$ cat config.mk
export PLATFORM = sky130hd
export DESIGN_NAME = go_back_n_link_window_flat
export DESIGN_NICKNAME = d
export VERILOG_FILES = /design/src/hw/rtl/gbn_pkg.sv /design/src/hw/rtl/gbn_chan_if.sv /design/src/hw/rtl/gbn_ram.sv /design/src/hw/rtl/gbn_out_reg.sv /design/src/hw/rtl/gbn_ctrl.sv /design/src/hw/rtl/go_back_n_link_window.sv /design/src/flat_wrapper.sv
export SDC_FILE = /design/constraint.sdc
export NUM_CORES = 1
export LEC_CHECK = 0
export ABC_AREA = 1
export BUFFER_PORTS_ARGS = -buffer_cell sky130_fd_sc_hd__buf_2
export CAP_MARGIN = 10
export CORE_AREA = 2 2 165 167
export DETAILED_ROUTE_END_ITERATION = 16
export DIE_AREA = 0 0 167 169
export GPL_ROUTABILITY_DRIVEN = 0
export PLACE_DENSITY = 0.85
export SYNTH_ARGS = -nofsm -noshare
export SYNTH_HDL_FRONTEND = slang
export SYNTH_HIERARCHICAL = 1
export SYNTH_SLANG_ARGS = --single-unit
$ cat constraint.sdc
create_clock -name clock -period 6.2 [get_ports clock]
set_clock_uncertainty 0.1 [all_clocks]
set_input_delay 0.31 -clock clock [delete_from_list [all_inputs] [get_ports clock]]
set_output_delay 0.31 -clock clock [all_outputs]
set_load 0.01 [all_outputs]
$ cat src/hw/rtl/gbn_pkg.sv
// ----------------------------------------------------------------------------
// gbn_pkg
// Shared codes, widths and item types of the go-back-n link window.
// ----------------------------------------------------------------------------
package gbn_pkg;

   localparam int SEQ_MAX_DEF = 7;
   localparam int WORD_W      = 32;

   // event codes
   localparam logic [2:0] FN_PACKET   = 3'd0;
   localparam logic [2:0] FN_PHY_RDY  = 3'd1;
   localparam logic [2:0] FN_FRAME    = 3'd2;
   localparam logic [2:0] FN_DATA_TMO = 3'd3;
   localparam logic [2:0] FN_ACK_TMO  = 3'd4;

   // result codes
   localparam logic [2:0] ACT_STATUS    = 3'd0;
   localparam logic [2:0] ACT_SEND_DATA = 3'd1;
   localparam logic [2:0] ACT_SEND_ACK  = 3'd2;
   localparam logic [2:0] ACT_DELIVER   = 3'd3;
   localparam logic [2:0] ACT_STOP_TMR  = 3'd4;

   localparam logic KIND_DATA = 1'b0;

   typedef struct packed {
      logic [2:0]        func;
      logic [WORD_W-1:0] packet_word;
      logic              frame_kind;
      logic [2:0]        frame_seq;
      logic [2:0]        frame_ack_no;
      logic              crc_good;
   } req_type;

   typedef struct packed {
      logic [2:0]        action;
      logic [2:0]        seq_out;
      logic [2:0]        ack_out;
      logic [WORD_W-1:0] payload_out;
      logic              net_enable;
      logic              last;
   } rsp_type;

   typedef struct packed {
      logic    valid;
      rsp_type data;
   } out_load_type;

endpackage

$ cat src/hw/rtl/gbn_chan_if.sv
// ----------------------------------------------------------------------------
// gbn_chan_if
// Valid/ready channel carrying one payload item per handshake.
// ----------------------------------------------------------------------------
interface gbn_chan_if #(parameter type payload_type = logic) ();
   logic        valid;
   logic        ready;
   payload_type payload;

   modport source (output valid, output payload, input ready);
   modport sink (input valid, input payload, output ready);
endinterface

$ cat src/hw/rtl/gbn_ram.sv
// ----------------------------------------------------------------------------
// gbn_ram
// Generic single-write, single-read RAM with registered read data.
// ----------------------------------------------------------------------------
module gbn_ram #(
   parameter int WIDTH = 32,
   parameter int DEPTH = 8
) (
   input  logic                     clock,
   input  logic                     wr_en,
   input  logic [$clog2(DEPTH)-1:0] wr_addr,
   input  logic [WIDTH-1:0]         wr_data,
   input  logic [$clog2(DEPTH)-1:0] rd_addr,
   output logic [WIDTH-1:0]         rd_data
);
   logic [WIDTH-1:0] mem [DEPTH];
   logic [WIDTH-1:0] rd_data_ff;

   always_ff @(posedge clock) begin
      if (wr_en) begin
         mem[wr_addr] <= wr_data;
      end
      rd_data_ff <= mem[rd_addr];
   end

   assign rd_data = rd_data_ff;
endmodule

$ cat src/hw/rtl/gbn_out_reg.sv
// ----------------------------------------------------------------------------
// gbn_out_reg
// Result register driving the response channel; frees itself when taken.
// ----------------------------------------------------------------------------
module gbn_out_reg (
   input  logic                 clock,
   input  logic                 reset,
   input  gbn_pkg::out_load_type load,
   output logic                 free,
   gbn_chan_if.source           rsp_chan
);
   import gbn_pkg::*;

   logic    valid_ff;
   rsp_type data_ff;

   assign free = !valid_ff || rsp_chan.ready;

   always_ff @(posedge clock) begin
      if (reset) begin
         valid_ff <= 1'b0;
      end else if (load.valid) begin
         valid_ff <= 1'b1;
      end else if (rsp_chan.ready) begin
         valid_ff <= 1'b0;
      end
   end

   always_ff @(posedge clock) begin
      if (load.valid) begin
         data_ff <= load.data;
      end
   end

   assign rsp_chan.valid   = valid_ff;
   assign rsp_chan.payload = data_ff;
endmodule

$ cat src/hw/rtl/gbn_ctrl.sv
// ----------------------------------------------------------------------------
// gbn_ctrl
// Window sequencer: pointers, counts and the walk over the packet store.
// ----------------------------------------------------------------------------
module gbn_ctrl #(
   parameter int SEQ_MAX = gbn_pkg::SEQ_MAX_DEF
) (
   input  logic                         clock,
   input  logic                         reset,
   input  gbn_pkg::req_type             req_item,
   input  logic                         req_take,
   output logic                         req_open,
   input  logic                         out_free,
   output gbn_pkg::out_load_type        out_load,
   output logic                         ram_wr_en,
   output logic [$clog2(SEQ_MAX+1)-1:0] ram_wr_addr,
   output logic [gbn_pkg::WORD_W-1:0]   ram_wr_data,
   output logic [$clog2(SEQ_MAX+1)-1:0] ram_rd_addr,
   input  logic [gbn_pkg::WORD_W-1:0]   ram_rd_data
);
   import gbn_pkg::*;

   localparam int SW = $clog2(SEQ_MAX + 1);
   localparam int CW = (SW > 3) ? SW : 3;

   localparam logic [2:0] S_IDLE   = 3'd0;
   localparam logic [2:0] S_EXEC   = 3'd1;
   localparam logic [2:0] S_ACK    = 3'd2;
   localparam logic [2:0] S_RETX   = 3'd3;
   localparam logic [2:0] S_STATUS = 3'd4;

   logic [2:0]    state_ff, state_in;
   logic [SW-1:0] nts_ff, nts_in;
   logic [SW-1:0] old_ff, old_in;
   logic [SW-1:0] exp_ff, exp_in;
   logic [SW-1:0] cnt_ff, cnt_in;
   logic [SW-1:0] rem_ff, rem_in;
   logic          phy_ff, phy_in;
   req_type       item_ff, item_in;

   logic [2:0]    ack_num;
   logic [CW-1:0] fack_w;
   logic          fack_ok;
   logic          in_win;
   logic          seq_match;
   logic          room;

   function automatic logic [SW-1:0] seq_inc(input logic [SW-1:0] v);
      return (v == SW'(SEQ_MAX)) ? '0 : v + SW'(1);
   endfunction

   function automatic logic [SW-1:0] seq_dec(input logic [SW-1:0] v);
      return (v == '0) ? SW'(SEQ_MAX) : v - SW'(1);
   endfunction

   function automatic logic [2:0] to3(input logic [SW-1:0] v);
      logic [CW-1:0] w;
      w = CW'(v);
      return w[2:0];
   endfunction

   function automatic logic in_window(input logic [CW-1:0] a, input logic [CW-1:0] b,
                                      input logic [CW-1:0] c);
      return (a <= b && b < c) || (c < a && a <= b) || (b < c && c < a);
   endfunction

   assign ack_num   = to3(seq_dec(exp_ff));
   assign fack_w    = CW'(item_ff.frame_ack_no);
   assign fack_ok   = fack_w <= CW'(SEQ_MAX);
   assign in_win    = in_window(CW'(old_ff), fack_w, CW'(nts_ff));
   assign seq_match = CW'(item_ff.frame_seq) == CW'(exp_ff);
   assign room      = cnt_ff < SW'(SEQ_MAX);
   assign req_open  = state_ff == S_IDLE;

   always_comb begin
      state_in    = state_ff;
      nts_in      = nts_ff;
      old_in      = old_ff;
      exp_in      = exp_ff;
      cnt_in      = cnt_ff;
      rem_in      = rem_ff;
      phy_in      = phy_ff;
      item_in     = item_ff;
      out_load    = '0;
      ram_wr_en   = 1'b0;
      ram_wr_addr = nts_ff;
      ram_wr_data = item_ff.packet_word;
      ram_rd_addr = nts_ff;

      case (state_ff)
         S_IDLE: begin
            if (req_take) begin
               item_in  = req_item;
               state_in = S_EXEC;
            end
         end
         S_EXEC: begin
            case (item_ff.func)
               FN_PACKET: begin
                  if (!room) begin
                     state_in = S_STATUS;
                  end else if (out_free) begin
                     // store the word and send it straight from the item
                     ram_wr_en                 = 1'b1;
                     out_load.valid            = 1'b1;
                     out_load.data.action      = ACT_SEND_DATA;
                     out_load.data.seq_out     = to3(nts_ff);
                     out_load.data.ack_out     = ack_num;
                     out_load.data.payload_out = item_ff.packet_word;
                     cnt_in                    = cnt_ff + SW'(1);
                     nts_in                    = seq_inc(nts_ff);
                     state_in                  = S_STATUS;
                  end
               end
               FN_PHY_RDY: begin
                  phy_in   = 1'b1;
                  state_in = S_STATUS;
               end
               FN_FRAME: begin
                  if (!item_ff.crc_good) begin
                     state_in = S_STATUS;
                  end else if (item_ff.frame_kind == KIND_DATA && seq_match) begin
                     if (out_free) begin
                        out_load.valid            = 1'b1;
                        out_load.data.action      = ACT_DELIVER;
                        out_load.data.seq_out     = item_ff.frame_seq;
                        out_load.data.payload_out = item_ff.packet_word;
                        exp_in                    = seq_inc(exp_ff);
                        state_in                  = S_ACK;
                     end
                  end else begin
                     state_in = S_ACK;
                  end
               end
               FN_DATA_TMO: begin
                  // rewind and prefetch the oldest outstanding word
                  nts_in      = old_ff;
                  ram_rd_addr = old_ff;
                  rem_in      = cnt_ff;
                  state_in    = S_RETX;
               end
               FN_ACK_TMO: begin
                  if (out_free) begin
                     out_load.valid        = 1'b1;
                     out_load.data.action  = ACT_SEND_ACK;
                     out_load.data.ack_out = ack_num;
                     state_in              = S_STATUS;
                  end
               end
               default: begin
                  state_in = S_STATUS;
               end
            endcase
         end
         S_ACK: begin
            if (fack_ok && cnt_ff != '0 && in_win) begin
               if (out_free) begin
                  out_load.valid        = 1'b1;
                  out_load.data.action  = ACT_STOP_TMR;
                  out_load.data.seq_out = to3(old_ff);
                  cnt_in                = cnt_ff - SW'(1);
                  old_in                = seq_inc(old_ff);
               end
            end else begin
               state_in = S_STATUS;
            end
         end
         S_RETX: begin
            if (rem_ff == '0) begin
               state_in = S_STATUS;
            end else if (out_free) begin
               // read data belongs to nts; look ahead one entry
               out_load.valid            = 1'b1;
               out_load.data.action      = ACT_SEND_DATA;
               out_load.data.seq_out     = to3(nts_ff);
               out_load.data.ack_out     = ack_num;
               out_load.data.payload_out = ram_rd_data;
               nts_in                    = seq_inc(nts_ff);
               rem_in                    = rem_ff - SW'(1);
               ram_rd_addr               = seq_inc(nts_ff);
            end
         end
         S_STATUS: begin
            if (out_free) begin
               out_load.valid           = 1'b1;
               out_load.data.action     = ACT_STATUS;
               out_load.data.net_enable = room && phy_ff;
               out_load.data.last       = 1'b1;
               state_in                 = S_IDLE;
            end
         end
         default: begin
            state_in = S_IDLE;
         end
      endcase
   end

   always_ff @(posedge clock) begin
      if (reset) begin
         state_ff <= S_IDLE;
         nts_ff   <= '0;
         old_ff   <= '0;
         exp_ff   <= '0;
         cnt_ff   <= '0;
         rem_ff   <= '0;
         phy_ff   <= 1'b0;
      end else begin
         state_ff <= state_in;
         nts_ff   <= nts_in;
         old_ff   <= old_in;
         exp_ff   <= exp_in;
         cnt_ff   <= cnt_in;
         rem_ff   <= rem_in;
         phy_ff   <= phy_in;
      end
   end

   always_ff @(posedge clock) begin
      item_ff <= item_in;
   end
endmodule

$ cat src/hw/rtl/go_back_n_link_window.sv
// ----------------------------------------------------------------------------
// go_back_n_link_window
// Go-back-n sender/receiver window engine, one event item in, a run out.
// ----------------------------------------------------------------------------
// req_chan takes one event item: packet offer, phy ready, received frame,
// data timeout or ack timeout. rsp_chan returns the run of result items it
// causes (send data, send ack, deliver, stop timer), always closed by one
// status item with last set that carries net_enable.
// An accepted item is registered, then worked on alone: each result is
// loaded into the output register, which drives rsp_chan, and the next
// result follows only once that register is free. The retransmit walk reads
// the packet store one entry a cycle while the output register is free,
// through its registered read port, fetching one entry ahead.
// req_chan.ready is high only between events; the next event is taken while
// the status item still waits in the output register.
// When rsp_chan stalls the engine holds, nothing is dropped or repeated.
// Reset clears the window pointers, the buffered count and phy ready; the
// packet store is not cleared, and only entries already written are ever
// retransmitted.
// ----------------------------------------------------------------------------
module go_back_n_link_window #(
   parameter int SEQ_MAX = gbn_pkg::SEQ_MAX_DEF
) (
   input  logic     clock,
   input  logic     reset,
   gbn_chan_if.sink   req_chan,
   gbn_chan_if.source rsp_chan
);
   import gbn_pkg::*;

   localparam int SW = $clog2(SEQ_MAX + 1);

   logic              req_take;
   logic              req_open;
   logic              out_free;
   out_load_type      out_load;
   logic              ram_wr_en;
   logic [SW-1:0]     ram_wr_addr;
   logic [WORD_W-1:0] ram_wr_data;
   logic [SW-1:0]     ram_rd_addr;
   logic [WORD_W-1:0] ram_rd_data;

   assign req_chan.ready = req_open;
   assign req_take       = req_chan.valid && req_open;

   gbn_ctrl #(
      .SEQ_MAX(SEQ_MAX)
   ) u_ctrl (
      .clock       (clock),
      .reset       (reset),
      .req_item    (req_chan.payload),
      .req_take    (req_take),
      .req_open    (req_open),
      .out_free    (out_free),
      .out_load    (out_load),
      .ram_wr_en   (ram_wr_en),
      .ram_wr_addr (ram_wr_addr),
      .ram_wr_data (ram_wr_data),
      .ram_rd_addr (ram_rd_addr),
      .ram_rd_data (ram_rd_data)
   );

   gbn_ram #(
      .WIDTH(WORD_W),
      .DEPTH(SEQ_MAX + 1)
   ) u_store (
      .clock   (clock),
      .wr_en   (ram_wr_en),
      .wr_addr (ram_wr_addr),
      .wr_data (ram_wr_data),
      .rd_addr (ram_rd_addr),
      .rd_data (ram_rd_data)
   );

   gbn_out_reg u_out (
      .clock    (clock),
      .reset    (reset),
      .load     (out_load),
      .free     (out_free),
      .rsp_chan (rsp_chan)
   );

   // one event at a time: no item taken in the cycle after an accept
   assert property (@(posedge clock) disable iff (reset)
      req_chan.valid && req_chan.ready |=> !req_chan.ready)
      else $error("event taken while previous event in progress");

   // network enable only travels in the closing status item
   assert property (@(posedge clock) disable iff (reset)
      rsp_chan.valid && rsp_chan.payload.net_enable |-> rsp_chan.payload.last)
      else $error("net_enable outside status item");

   // last marks the status item and only it
   assert property (@(posedge clock) disable iff (reset)
      rsp_chan.valid |-> (rsp_chan.payload.last == (rsp_chan.payload.action == ACT_STATUS)))
      else $error("last and status action disagree");
endmodule

$ cat src/flat_wrapper.sv
// flat-port wrapper written by rule: the top's interface ports become plain ports
module go_back_n_link_window_flat import gbn_pkg::*;
#(
   parameter int SEQ_MAX = gbn_pkg::SEQ_MAX_DEF
)
  (clock, reset, req_chan_valid, req_chan_payload, req_chan_ready, rsp_chan_valid, rsp_chan_payload, rsp_chan_ready);
  gbn_chan_if #(.payload_type(req_type)) req_chan_i ();
  gbn_chan_if #(.payload_type(rsp_type)) rsp_chan_i ();
  input  logic clock;
  input  logic reset;
  input wire logic [$bits(req_chan_i.valid)-1:0] req_chan_valid;
  input wire logic [$bits(req_chan_i.payload)-1:0] req_chan_payload;
  output wire logic [$bits(req_chan_i.ready)-1:0] req_chan_ready;
  output wire logic [$bits(rsp_chan_i.valid)-1:0] rsp_chan_valid;
  output wire logic [$bits(rsp_chan_i.payload)-1:0] rsp_chan_payload;
  input wire logic [$bits(rsp_chan_i.ready)-1:0] rsp_chan_ready;
  assign req_chan_i.valid = req_chan_valid;
  assign req_chan_i.payload = req_chan_payload;
  assign req_chan_ready = req_chan_i.ready;
  assign rsp_chan_valid = rsp_chan_i.valid;
  assign rsp_chan_payload = rsp_chan_i.payload;
  assign rsp_chan_i.ready = rsp_chan_ready;
  go_back_n_link_window #(.SEQ_MAX(SEQ_MAX)) u_core (.clock(clock), .reset(reset), .req_chan(req_chan_i), .rsp_chan(rsp_chan_i));
endmodule
==> flow_summary.toml, run 1 <==
[global_route]
grt_pass1_wl_um = 61480
grt_pass1_vias = 12150
grt-ovfl-total = 0
antenna_found_initial = 0
grtUsageTotal_pct = 27.80
grt_max_degree = 101

[worst_setup_path]
critPathMostFrequentCell = "nand2_1"
crit_path_max_fanout = 100
max_stage_delay_ns = 0.96
cp-start-kind = "register"
cp.arrival_ns = 4.06
cp_top_family = "buffers and inverters"
worstSetupEndpointType = "register"
crit_buf_inv = 3
critPathKind = "reg -> reg"
required_ns = 6.52
cp_cell_sequence = "inv_1 > nand3_1 > inv_1 > nand2_1 > o221ai_4 > buf_4 > nand2_1 > nand3_1 > nand2_1 > nand2_1 > nand2_1"
critical_path.slowest_cell = "buf_4"

[place]
port_buffers = 91
place_ws_ns = 2.646
hpwlAfterDp_um = 20620

[yosys]
syn_area_per_cell_um2 = 10.03
synth_mux_area_share_pct = 0
synth-async-reset-ratio_pct = 0
synth_area_um2 = 17120
synth_area_leader_cell = "edfxtp_1"
synth_area_leaders = "edfxtp_1, nand2_1, inv_1"
synthDistinctLibCells = 35
synth_top_family_by_area = "simple AND/OR/NAND/NOR gates"
syn_nets = 1772
synthSimpleGateAreaFrac_pct = 19.85
synth_xor_area_share_pct = 0.05117
yosysMostFrequentCell = "nand2_1"
yosysWarnings = 6
ys_ff_latch = 394
synth_common_cells = "nand2_1, edfxtp_1, inv_1"
synth_compound_area_share_pct = 1.974
synth_flop_cell = "edfxtp_1"
synth_top_area_share_pct = 60.00
synth_cells = 1707
synth_fa_ha_area_share_pct = 1.360
synth_edf_count = 342
synth-seq-area-share_pct = 66.08

[power]
power_leakage_nw = 8.691
sw_frac_of_total_pct = 31.19
irDropWorstVdd_mv = 0.3236
finalPower_mw = 7.648
switchingPower_mw = 2.386
combPwrFrac_pct = 21.9
intPower_mw = 5.262
seq_power_share_pct = 45.9
power.density_nw_per_um2 = 393.8
power_frac_clock_pct = 32.2

[timing]
fin_crit_sh_pct = 60.41
fin_ws_ns = 2.454
period_minus_slack_ns = 3.746
hold_viol_final = 0
fmax_ghz = 0.2670
worst_pin_slew_ns = 1.209
setup_viol = 0
finalMaxSlewViolations = 0
slew_headroom_pct = 19.24
rsz0062_at_grt = "false"
fin_setup_tns_ns = 0

[cts]
cts_tree = "built"
clock-root-buffer = "clkbuf_16"
clock_latency_ns = 0.53
cts.path.max_buffers = 3
post_cts_buffers = 0
cts_buffers = 40
clock-sinks = 394
clkTransAtPathRegs_ns = 0.06
cts_max_level = 2

[die]
row_count = 60
coreArea_um2 = 26500
die_w_um = 167
io_pins = 92
die_area_um2 = 28220
start_util_pct = 64.59
die_h_um = 169

[finish]
areaGrowthSynthToFinish_pct = 13.46
drive_above_1_share_pct = 11.25
diodes = 0
nNetsFinal = 1873

[worst_hold_path]
hp-class = "in -> reg"

[detailed_routing]
ant_nets = 0
wl_per_cell_um = 17.97
drt-initial-drc-count = 1312
post-route-drc-count = 0
vias_per_cell = 5.574
vias = 12160
dr.pass1.iters = 7
drt_wl_total_um = 39200

[run_status]
status = "finished clean"

[flow_run]
maxCapViolCount = 0
cells by family (layout without fill, tap and decap cells):
| group | after synthesis | count (layout) |
|---|---|---|
| and+or+nand+nor | 822 | 822 |
| buffers and inverters | 415 | 548 |
| DFF | 394 | 394 |
| AOI/OAI and AO/OA | 57 | 57 |
| adders and majority gates | 18 | 18 |
| xor gates and xnor gates | 1 | 1 |
worst reg2reg max path, stage by stage (launching register included):
cell	delay, ns
edfxtp_1	0.47
inv_1	0.17
nand3_1	0.18
inv_1	0.22
nand2_1	0.16
o221ai_4	0.72
buf_4	0.97
nand2_1	0.25
nand3_1	0.15
nand2_1	0.08
nand2_1	0.09
nand2_1	0.07
cell type report:
| type | instances | area, um^2 |
|---|---|---|
| tap | 341 | 426.7 |
| fill | 1565 | 7079 |
| multi-input combinational | 898 | 4098 |
| inverter | 322 | 1210 |
| clock buffer | 61 | 1181 |
| clock inverter | 13 | 171.4 |
| sequential | 394 | 11310 |
| timing repair buffer | 152 | 1023 |
layout by cell type, fill, tap and decap left out, drive strengths merged, types with 4 or more instances in the layout:
master / n
edfxtp: 342
ha: 17
dfxtp: 52
nor2: 62
buf: 108
clkinv: 8
o21ai: 22
nand3: 174
bufinv: 4
clkbuf: 61
nand2: 579
a211oi: 4
a21oi: 20
dlygate4sd3: 44
inv: 323
per-layer routing:
layer	up-vias	global-route usage, %	wire length [um]
met5	-	0	0
met4	0	12.89	1447
met3	127	4.793	3857
met2	795	48.04	19910
met1	5661	34.50	13990
li1	5574	-	-
final timing paths:
check,start,to,slack [ns],cells after the start
min reg2reg,u_core/u_ctrl/phy_ff,u_core/u_ctrl/phy_ff,0.40,1
max,u_core/u_ctrl/item_ff[42],u_core/u_store/rd_data[29],2.45,11
max reg2reg,u_core/u_ctrl/item_ff[42],u_core/u_store/rd_data[29],2.45,11
min,rsp_chan_ready,u_core/u_out/rsp_chan.valid,0.09,4
power by group through the flow:
stage,logic [mW],clock network (mW),registers (mW)
6_report,1.68,2.46,3.51
3_3_place_gp,1.52,0,3.54
4_1_cts,1.64,2.47,3.51
3_5_place_dp,1.59,0,3.55
2_1_floorplan,1.20,0,3.51
5_1_grt,1.84,2.58,3.54
state kept, by name, summed over array words and instances, names as in the netlist:
| name | count |
|---|---|
| u_core/u_out/rsp_chan.payload | 43 |
| u_core/u_ctrl/rem_ff | 3 |
| u_core/u_ctrl/ram_wr_data | 32 |
| u_core/u_store/rd_data | 32 |
| u_core/u_ctrl/ram_wr_addr | 3 |
| u_core/u_store/mem | 256 |
| u_core/u_ctrl/phy_ff | 1 |
| u_core/u_ctrl/state_ff | 3 |
| u_core/u_ctrl/exp_ff | 3 |
| u_core/u_out/rsp_chan.valid | 1 |
| u_core/u_ctrl/old_ff | 3 |
| u_core/u_ctrl/fack_w | 3 |
| u_core/u_ctrl/cnt_ff | 3 |
| u_core/u_ctrl/item_ff | 8 |
per-stage QoR:
| stage | cell area [um^2] | utilization (%) | hold WS (ns) | std cells |
|---|---|---|---|---|
| after floorplan | 17120 | - | 0.2724 | 1707 |
| after global placement | 17630 | 66.52 | 0.3542 | 2063 |
| after detailed placement | 17630 | 66.52 | 0.3745 | 2063 |
| after CTS | 19420 | 73.29 | 0.05496 | 2181 |
| after global routing | 19420 | 73.29 | 0.1028 | 2181 |
| final | 19420 | 73.29 | 0.09276 | 2181 |
what timing repair did:
item / 4_1_cts / 5_1_grt
hold buffers: 44 / 0
endpoints found under the setup margin: 0 / 0
gates resized for setup: 0 / 0
hold endpoints to repair: 47 / 0
Note: power is estimated with default switching activity, not from simulation.
==> run 2: changes to the inputs <==
--- a/config.mk
+++ b/config.mk
@@ -8,11 +8,11 @@
 export ABC_AREA = 1
 export BUFFER_PORTS_ARGS = -buffer_cell sky130_fd_sc_hd__buf_2
 export CAP_MARGIN = 10
-export CORE_AREA = 2 2 165 167
+export CORE_AREA = 2 2 180 182
 export DETAILED_ROUTE_END_ITERATION = 16
-export DIE_AREA = 0 0 167 169
+export DIE_AREA = 0 0 182 184
 export GPL_ROUTABILITY_DRIVEN = 0
-export PLACE_DENSITY = 0.85
+export PLACE_DENSITY = 0.76
 export SYNTH_ARGS = -nofsm -noshare
 export SYNTH_HDL_FRONTEND = slang
 export SYNTH_HIERARCHICAL = 1
==> constraint.sdc (replaced) <==
create_clock -name clock -period 3.26 [get_ports clock]
set_clock_uncertainty 0.1 [all_clocks]
set_input_delay 0.163 -clock clock [delete_from_list [all_inputs] [get_ports clock]]
set_output_delay 0.163 -clock clock [all_outputs]
set_load 0.01 [all_outputs]
==> flow_summary.toml, run 2 (synthesized netlist as in run 1, its figures left out) <==
[timing]
worst_pin_slew_ns = 0.6532
fin_crit_sh_pct = 90.00
setup_viol = 0
fmax_ghz = 0.3408
fin_ws_ns = 0.3259
hold_viol_final = 0
period_minus_slack_ns = 2.934
rsz0062_at_grt = "false"
finalMaxSlewViolations = 0
slew_headroom_pct = 56.46

[cts]
clock-sinks = 394
clkTransAtPathRegs_ns = 0.06
cts_tree = "built"
post_cts_buffers = 0
cts_max_level = 2
clock_latency_ns = 0.53
clock-root-buffer = "clkbuf_16"
cts_buffers = 39
cts.path.max_buffers = 3

[power]
finalPower_mw = 14.33
power.density_nw_per_um2 = 728.1
irDropWorstVdd_mv = 0.4434
power_leakage_nw = 8.748

[worst_setup_path]
worstSetupEndpointType = "register"
crit_buf_inv = 4
crit_path_max_fanout = 29
critPathKind = "reg -> reg"
critPathMostFrequentCell = "nand2_1"
cp.arrival_ns = 3.30
cp-start-kind = "register"
rr_endpoint = "u_core/u_out/rsp_chan.valid"
critical_path.slowest_cell = "dlygate4sd3_1"
cp_cell_sequence = "inv_1 > ha_1 > nand2_1 > nand2_1 > a21oi_1 > nand2_1 > nand2_1 > nand3_2 > nand4_1 > buf_6 > inv_1 > a21oi_2 > dlygate4sd3_1"
cp_top_family = "buffers and inverters"
required_ns = 3.62
rr_worst_depth = 13
max_stage_delay_ns = 0.54
rr_startpoint = "u_core/u_ctrl/old_ff[2]"
rrSetupSlack_ns = 0.33

[run_status]
status = "finished clean"

[finish]
top_register = "u_core/u_store/mem"
largest_reg_flops = 256
areaGrowthSynthToFinish_pct = 14.94
final_area_um2 = 19670
drive_above_1_share_pct = 11.68
nNetsFinal = 1883
layout_common_cells = "nand2_1, edfxtp_1, inv_1, nand3_1, buf_2"
fillers = 2371
diodes = 0
final_common_cell = "nand2_1"

[detailed_routing]
dr.pass1.iters = 5
drt-initial-drc-count = 941
vias_per_cell = 5.178
wl_per_cell_um = 16.52
post-route-drc-count = 0
drt_wl_total_um = 37190
ant_nets = 0
vias = 11660

[worst_hold_path]
hp-class = "in -> reg"
whs_path_depth = 5
holdPathEnd = "u_core/u_ctrl/ram_wr_data[13]"
hp-start = "req_chan_valid"

[place]
port_buffers = 91
placed_area_um2 = 17950
hpwlAfterDp_um = 20030
place_ws_ns = 0.4469

[die]
coreArea_um2 = 31390
die_w_um = 182
start_util_pct = 54.52
io_pins = 92
row_count = 65
die_area_um2 = 33490
die_h_um = 184

[global_route]
grt_pass1_vias = 11510
grt_max_degree = 129
grt_pass1_wl_um = 59040
antenna_found_initial = 0
grtUsageTotal_pct = 22.70
grt-ovfl-total = 0

[flow_run]
maxCapViolCount = 0
-- run 2: cell types whose count changed in the layout (fill, tap and decap cells not counted), sizes merged --
cell,previous run,this run
inv,323,322
dlygate4sd3,44,45
clkbuf,61,54
clkinv,8,13
clkinvlp,0,1
buf,108,118
-- run 2: metal layers --
layer | wire length (um) | vias to the layer above | global-route usage (%)
met5 | 0 | - | 0
met1 | 15050 | 5456 | 29.07
li1 | - | 5617 | -
met2 | 18180 | 480 | 38.96
met3 | 2718 | 102 | 3.328
met4 | 1233 | 0 | 9.516
-- run 2: area by class of cell --
type | instances | area (um^2) | area share (%)
inverter | 322 | 1210 | 6.150
tap | 402 | 503.0 | 2.557
sequential | 394 | 11320 | 57.53
timing repair buffer | 163 | 1262 | 6.417
multi-input combinational | 898 | 4110 | 20.89
clock buffer | 54 | 1064 | 5.406
clock inverter | 18 | 206.4 | 1.049
-- run 2: worst max path at each step --
stage	to	cells after the start	slack [ns]	start
final	u_core/u_out/rsp_chan.valid	13	0.33	u_core/u_ctrl/old_ff[2]
after global routing	u_core/u_out/rsp_chan.valid	15	0.08	u_core/u_ctrl/ram_wr_addr[1]
after CTS	u_core/u_out/rsp_chan.valid	13	0.24	u_core/u_ctrl/old_ff[2]
after detailed placement	u_core/u_store/rd_data[14]	14	0.45	u_core/u_ctrl/ram_wr_addr[0]
after global placement	u_core/u_store/rd_data[16]	14	0.64	u_core/u_ctrl/ram_wr_addr[0]
after floorplan	u_core/u_out/rsp_chan.payload[0]	10	-0.003	u_core/u_ctrl/fack_w[2]
-- run 2: report_power, final --
| part | switching (mW) | internal [mW] | leakage (nW) |
|---|---|---|---|
| sequential | 0.350 | 6.31 | 3.54 |
| clock | 1.81 | 2.61 | 0.617 |
| combinational | 2.28 | 0.965 | 4.59 |
| total | 4.43 | 9.89 | 8.75 |
-- run 2: tightest hold or removal path, stage by stage --
cell     delay (ns)
buf_2          0.10
nand2_1        0.05
inv_1          0.06
inv_1          0.10
nor2_4         0.11
-- run 2: repair_timing --
action,in CTS,in global routing
hold buffers,45,0
hold endpoints to repair,47,0
resized for setup,0,1
setup endpoints to repair,0,1
-- run 2: through the flow --
step           utilization [%]  setup TNS, ns  hold slack, ns  std cells
5_1_grt                  62.67              0          0.1483       2251
3_3_place_gp             57.18              0          0.2399       2134
3_5_place_dp             57.18              0          0.2411       2134
6_report                 62.67              0          0.1421       2251
2_1_floorplan                -        -0.1328          0.1254       1707
4_1_cts                  62.66              0          0.1277       2251
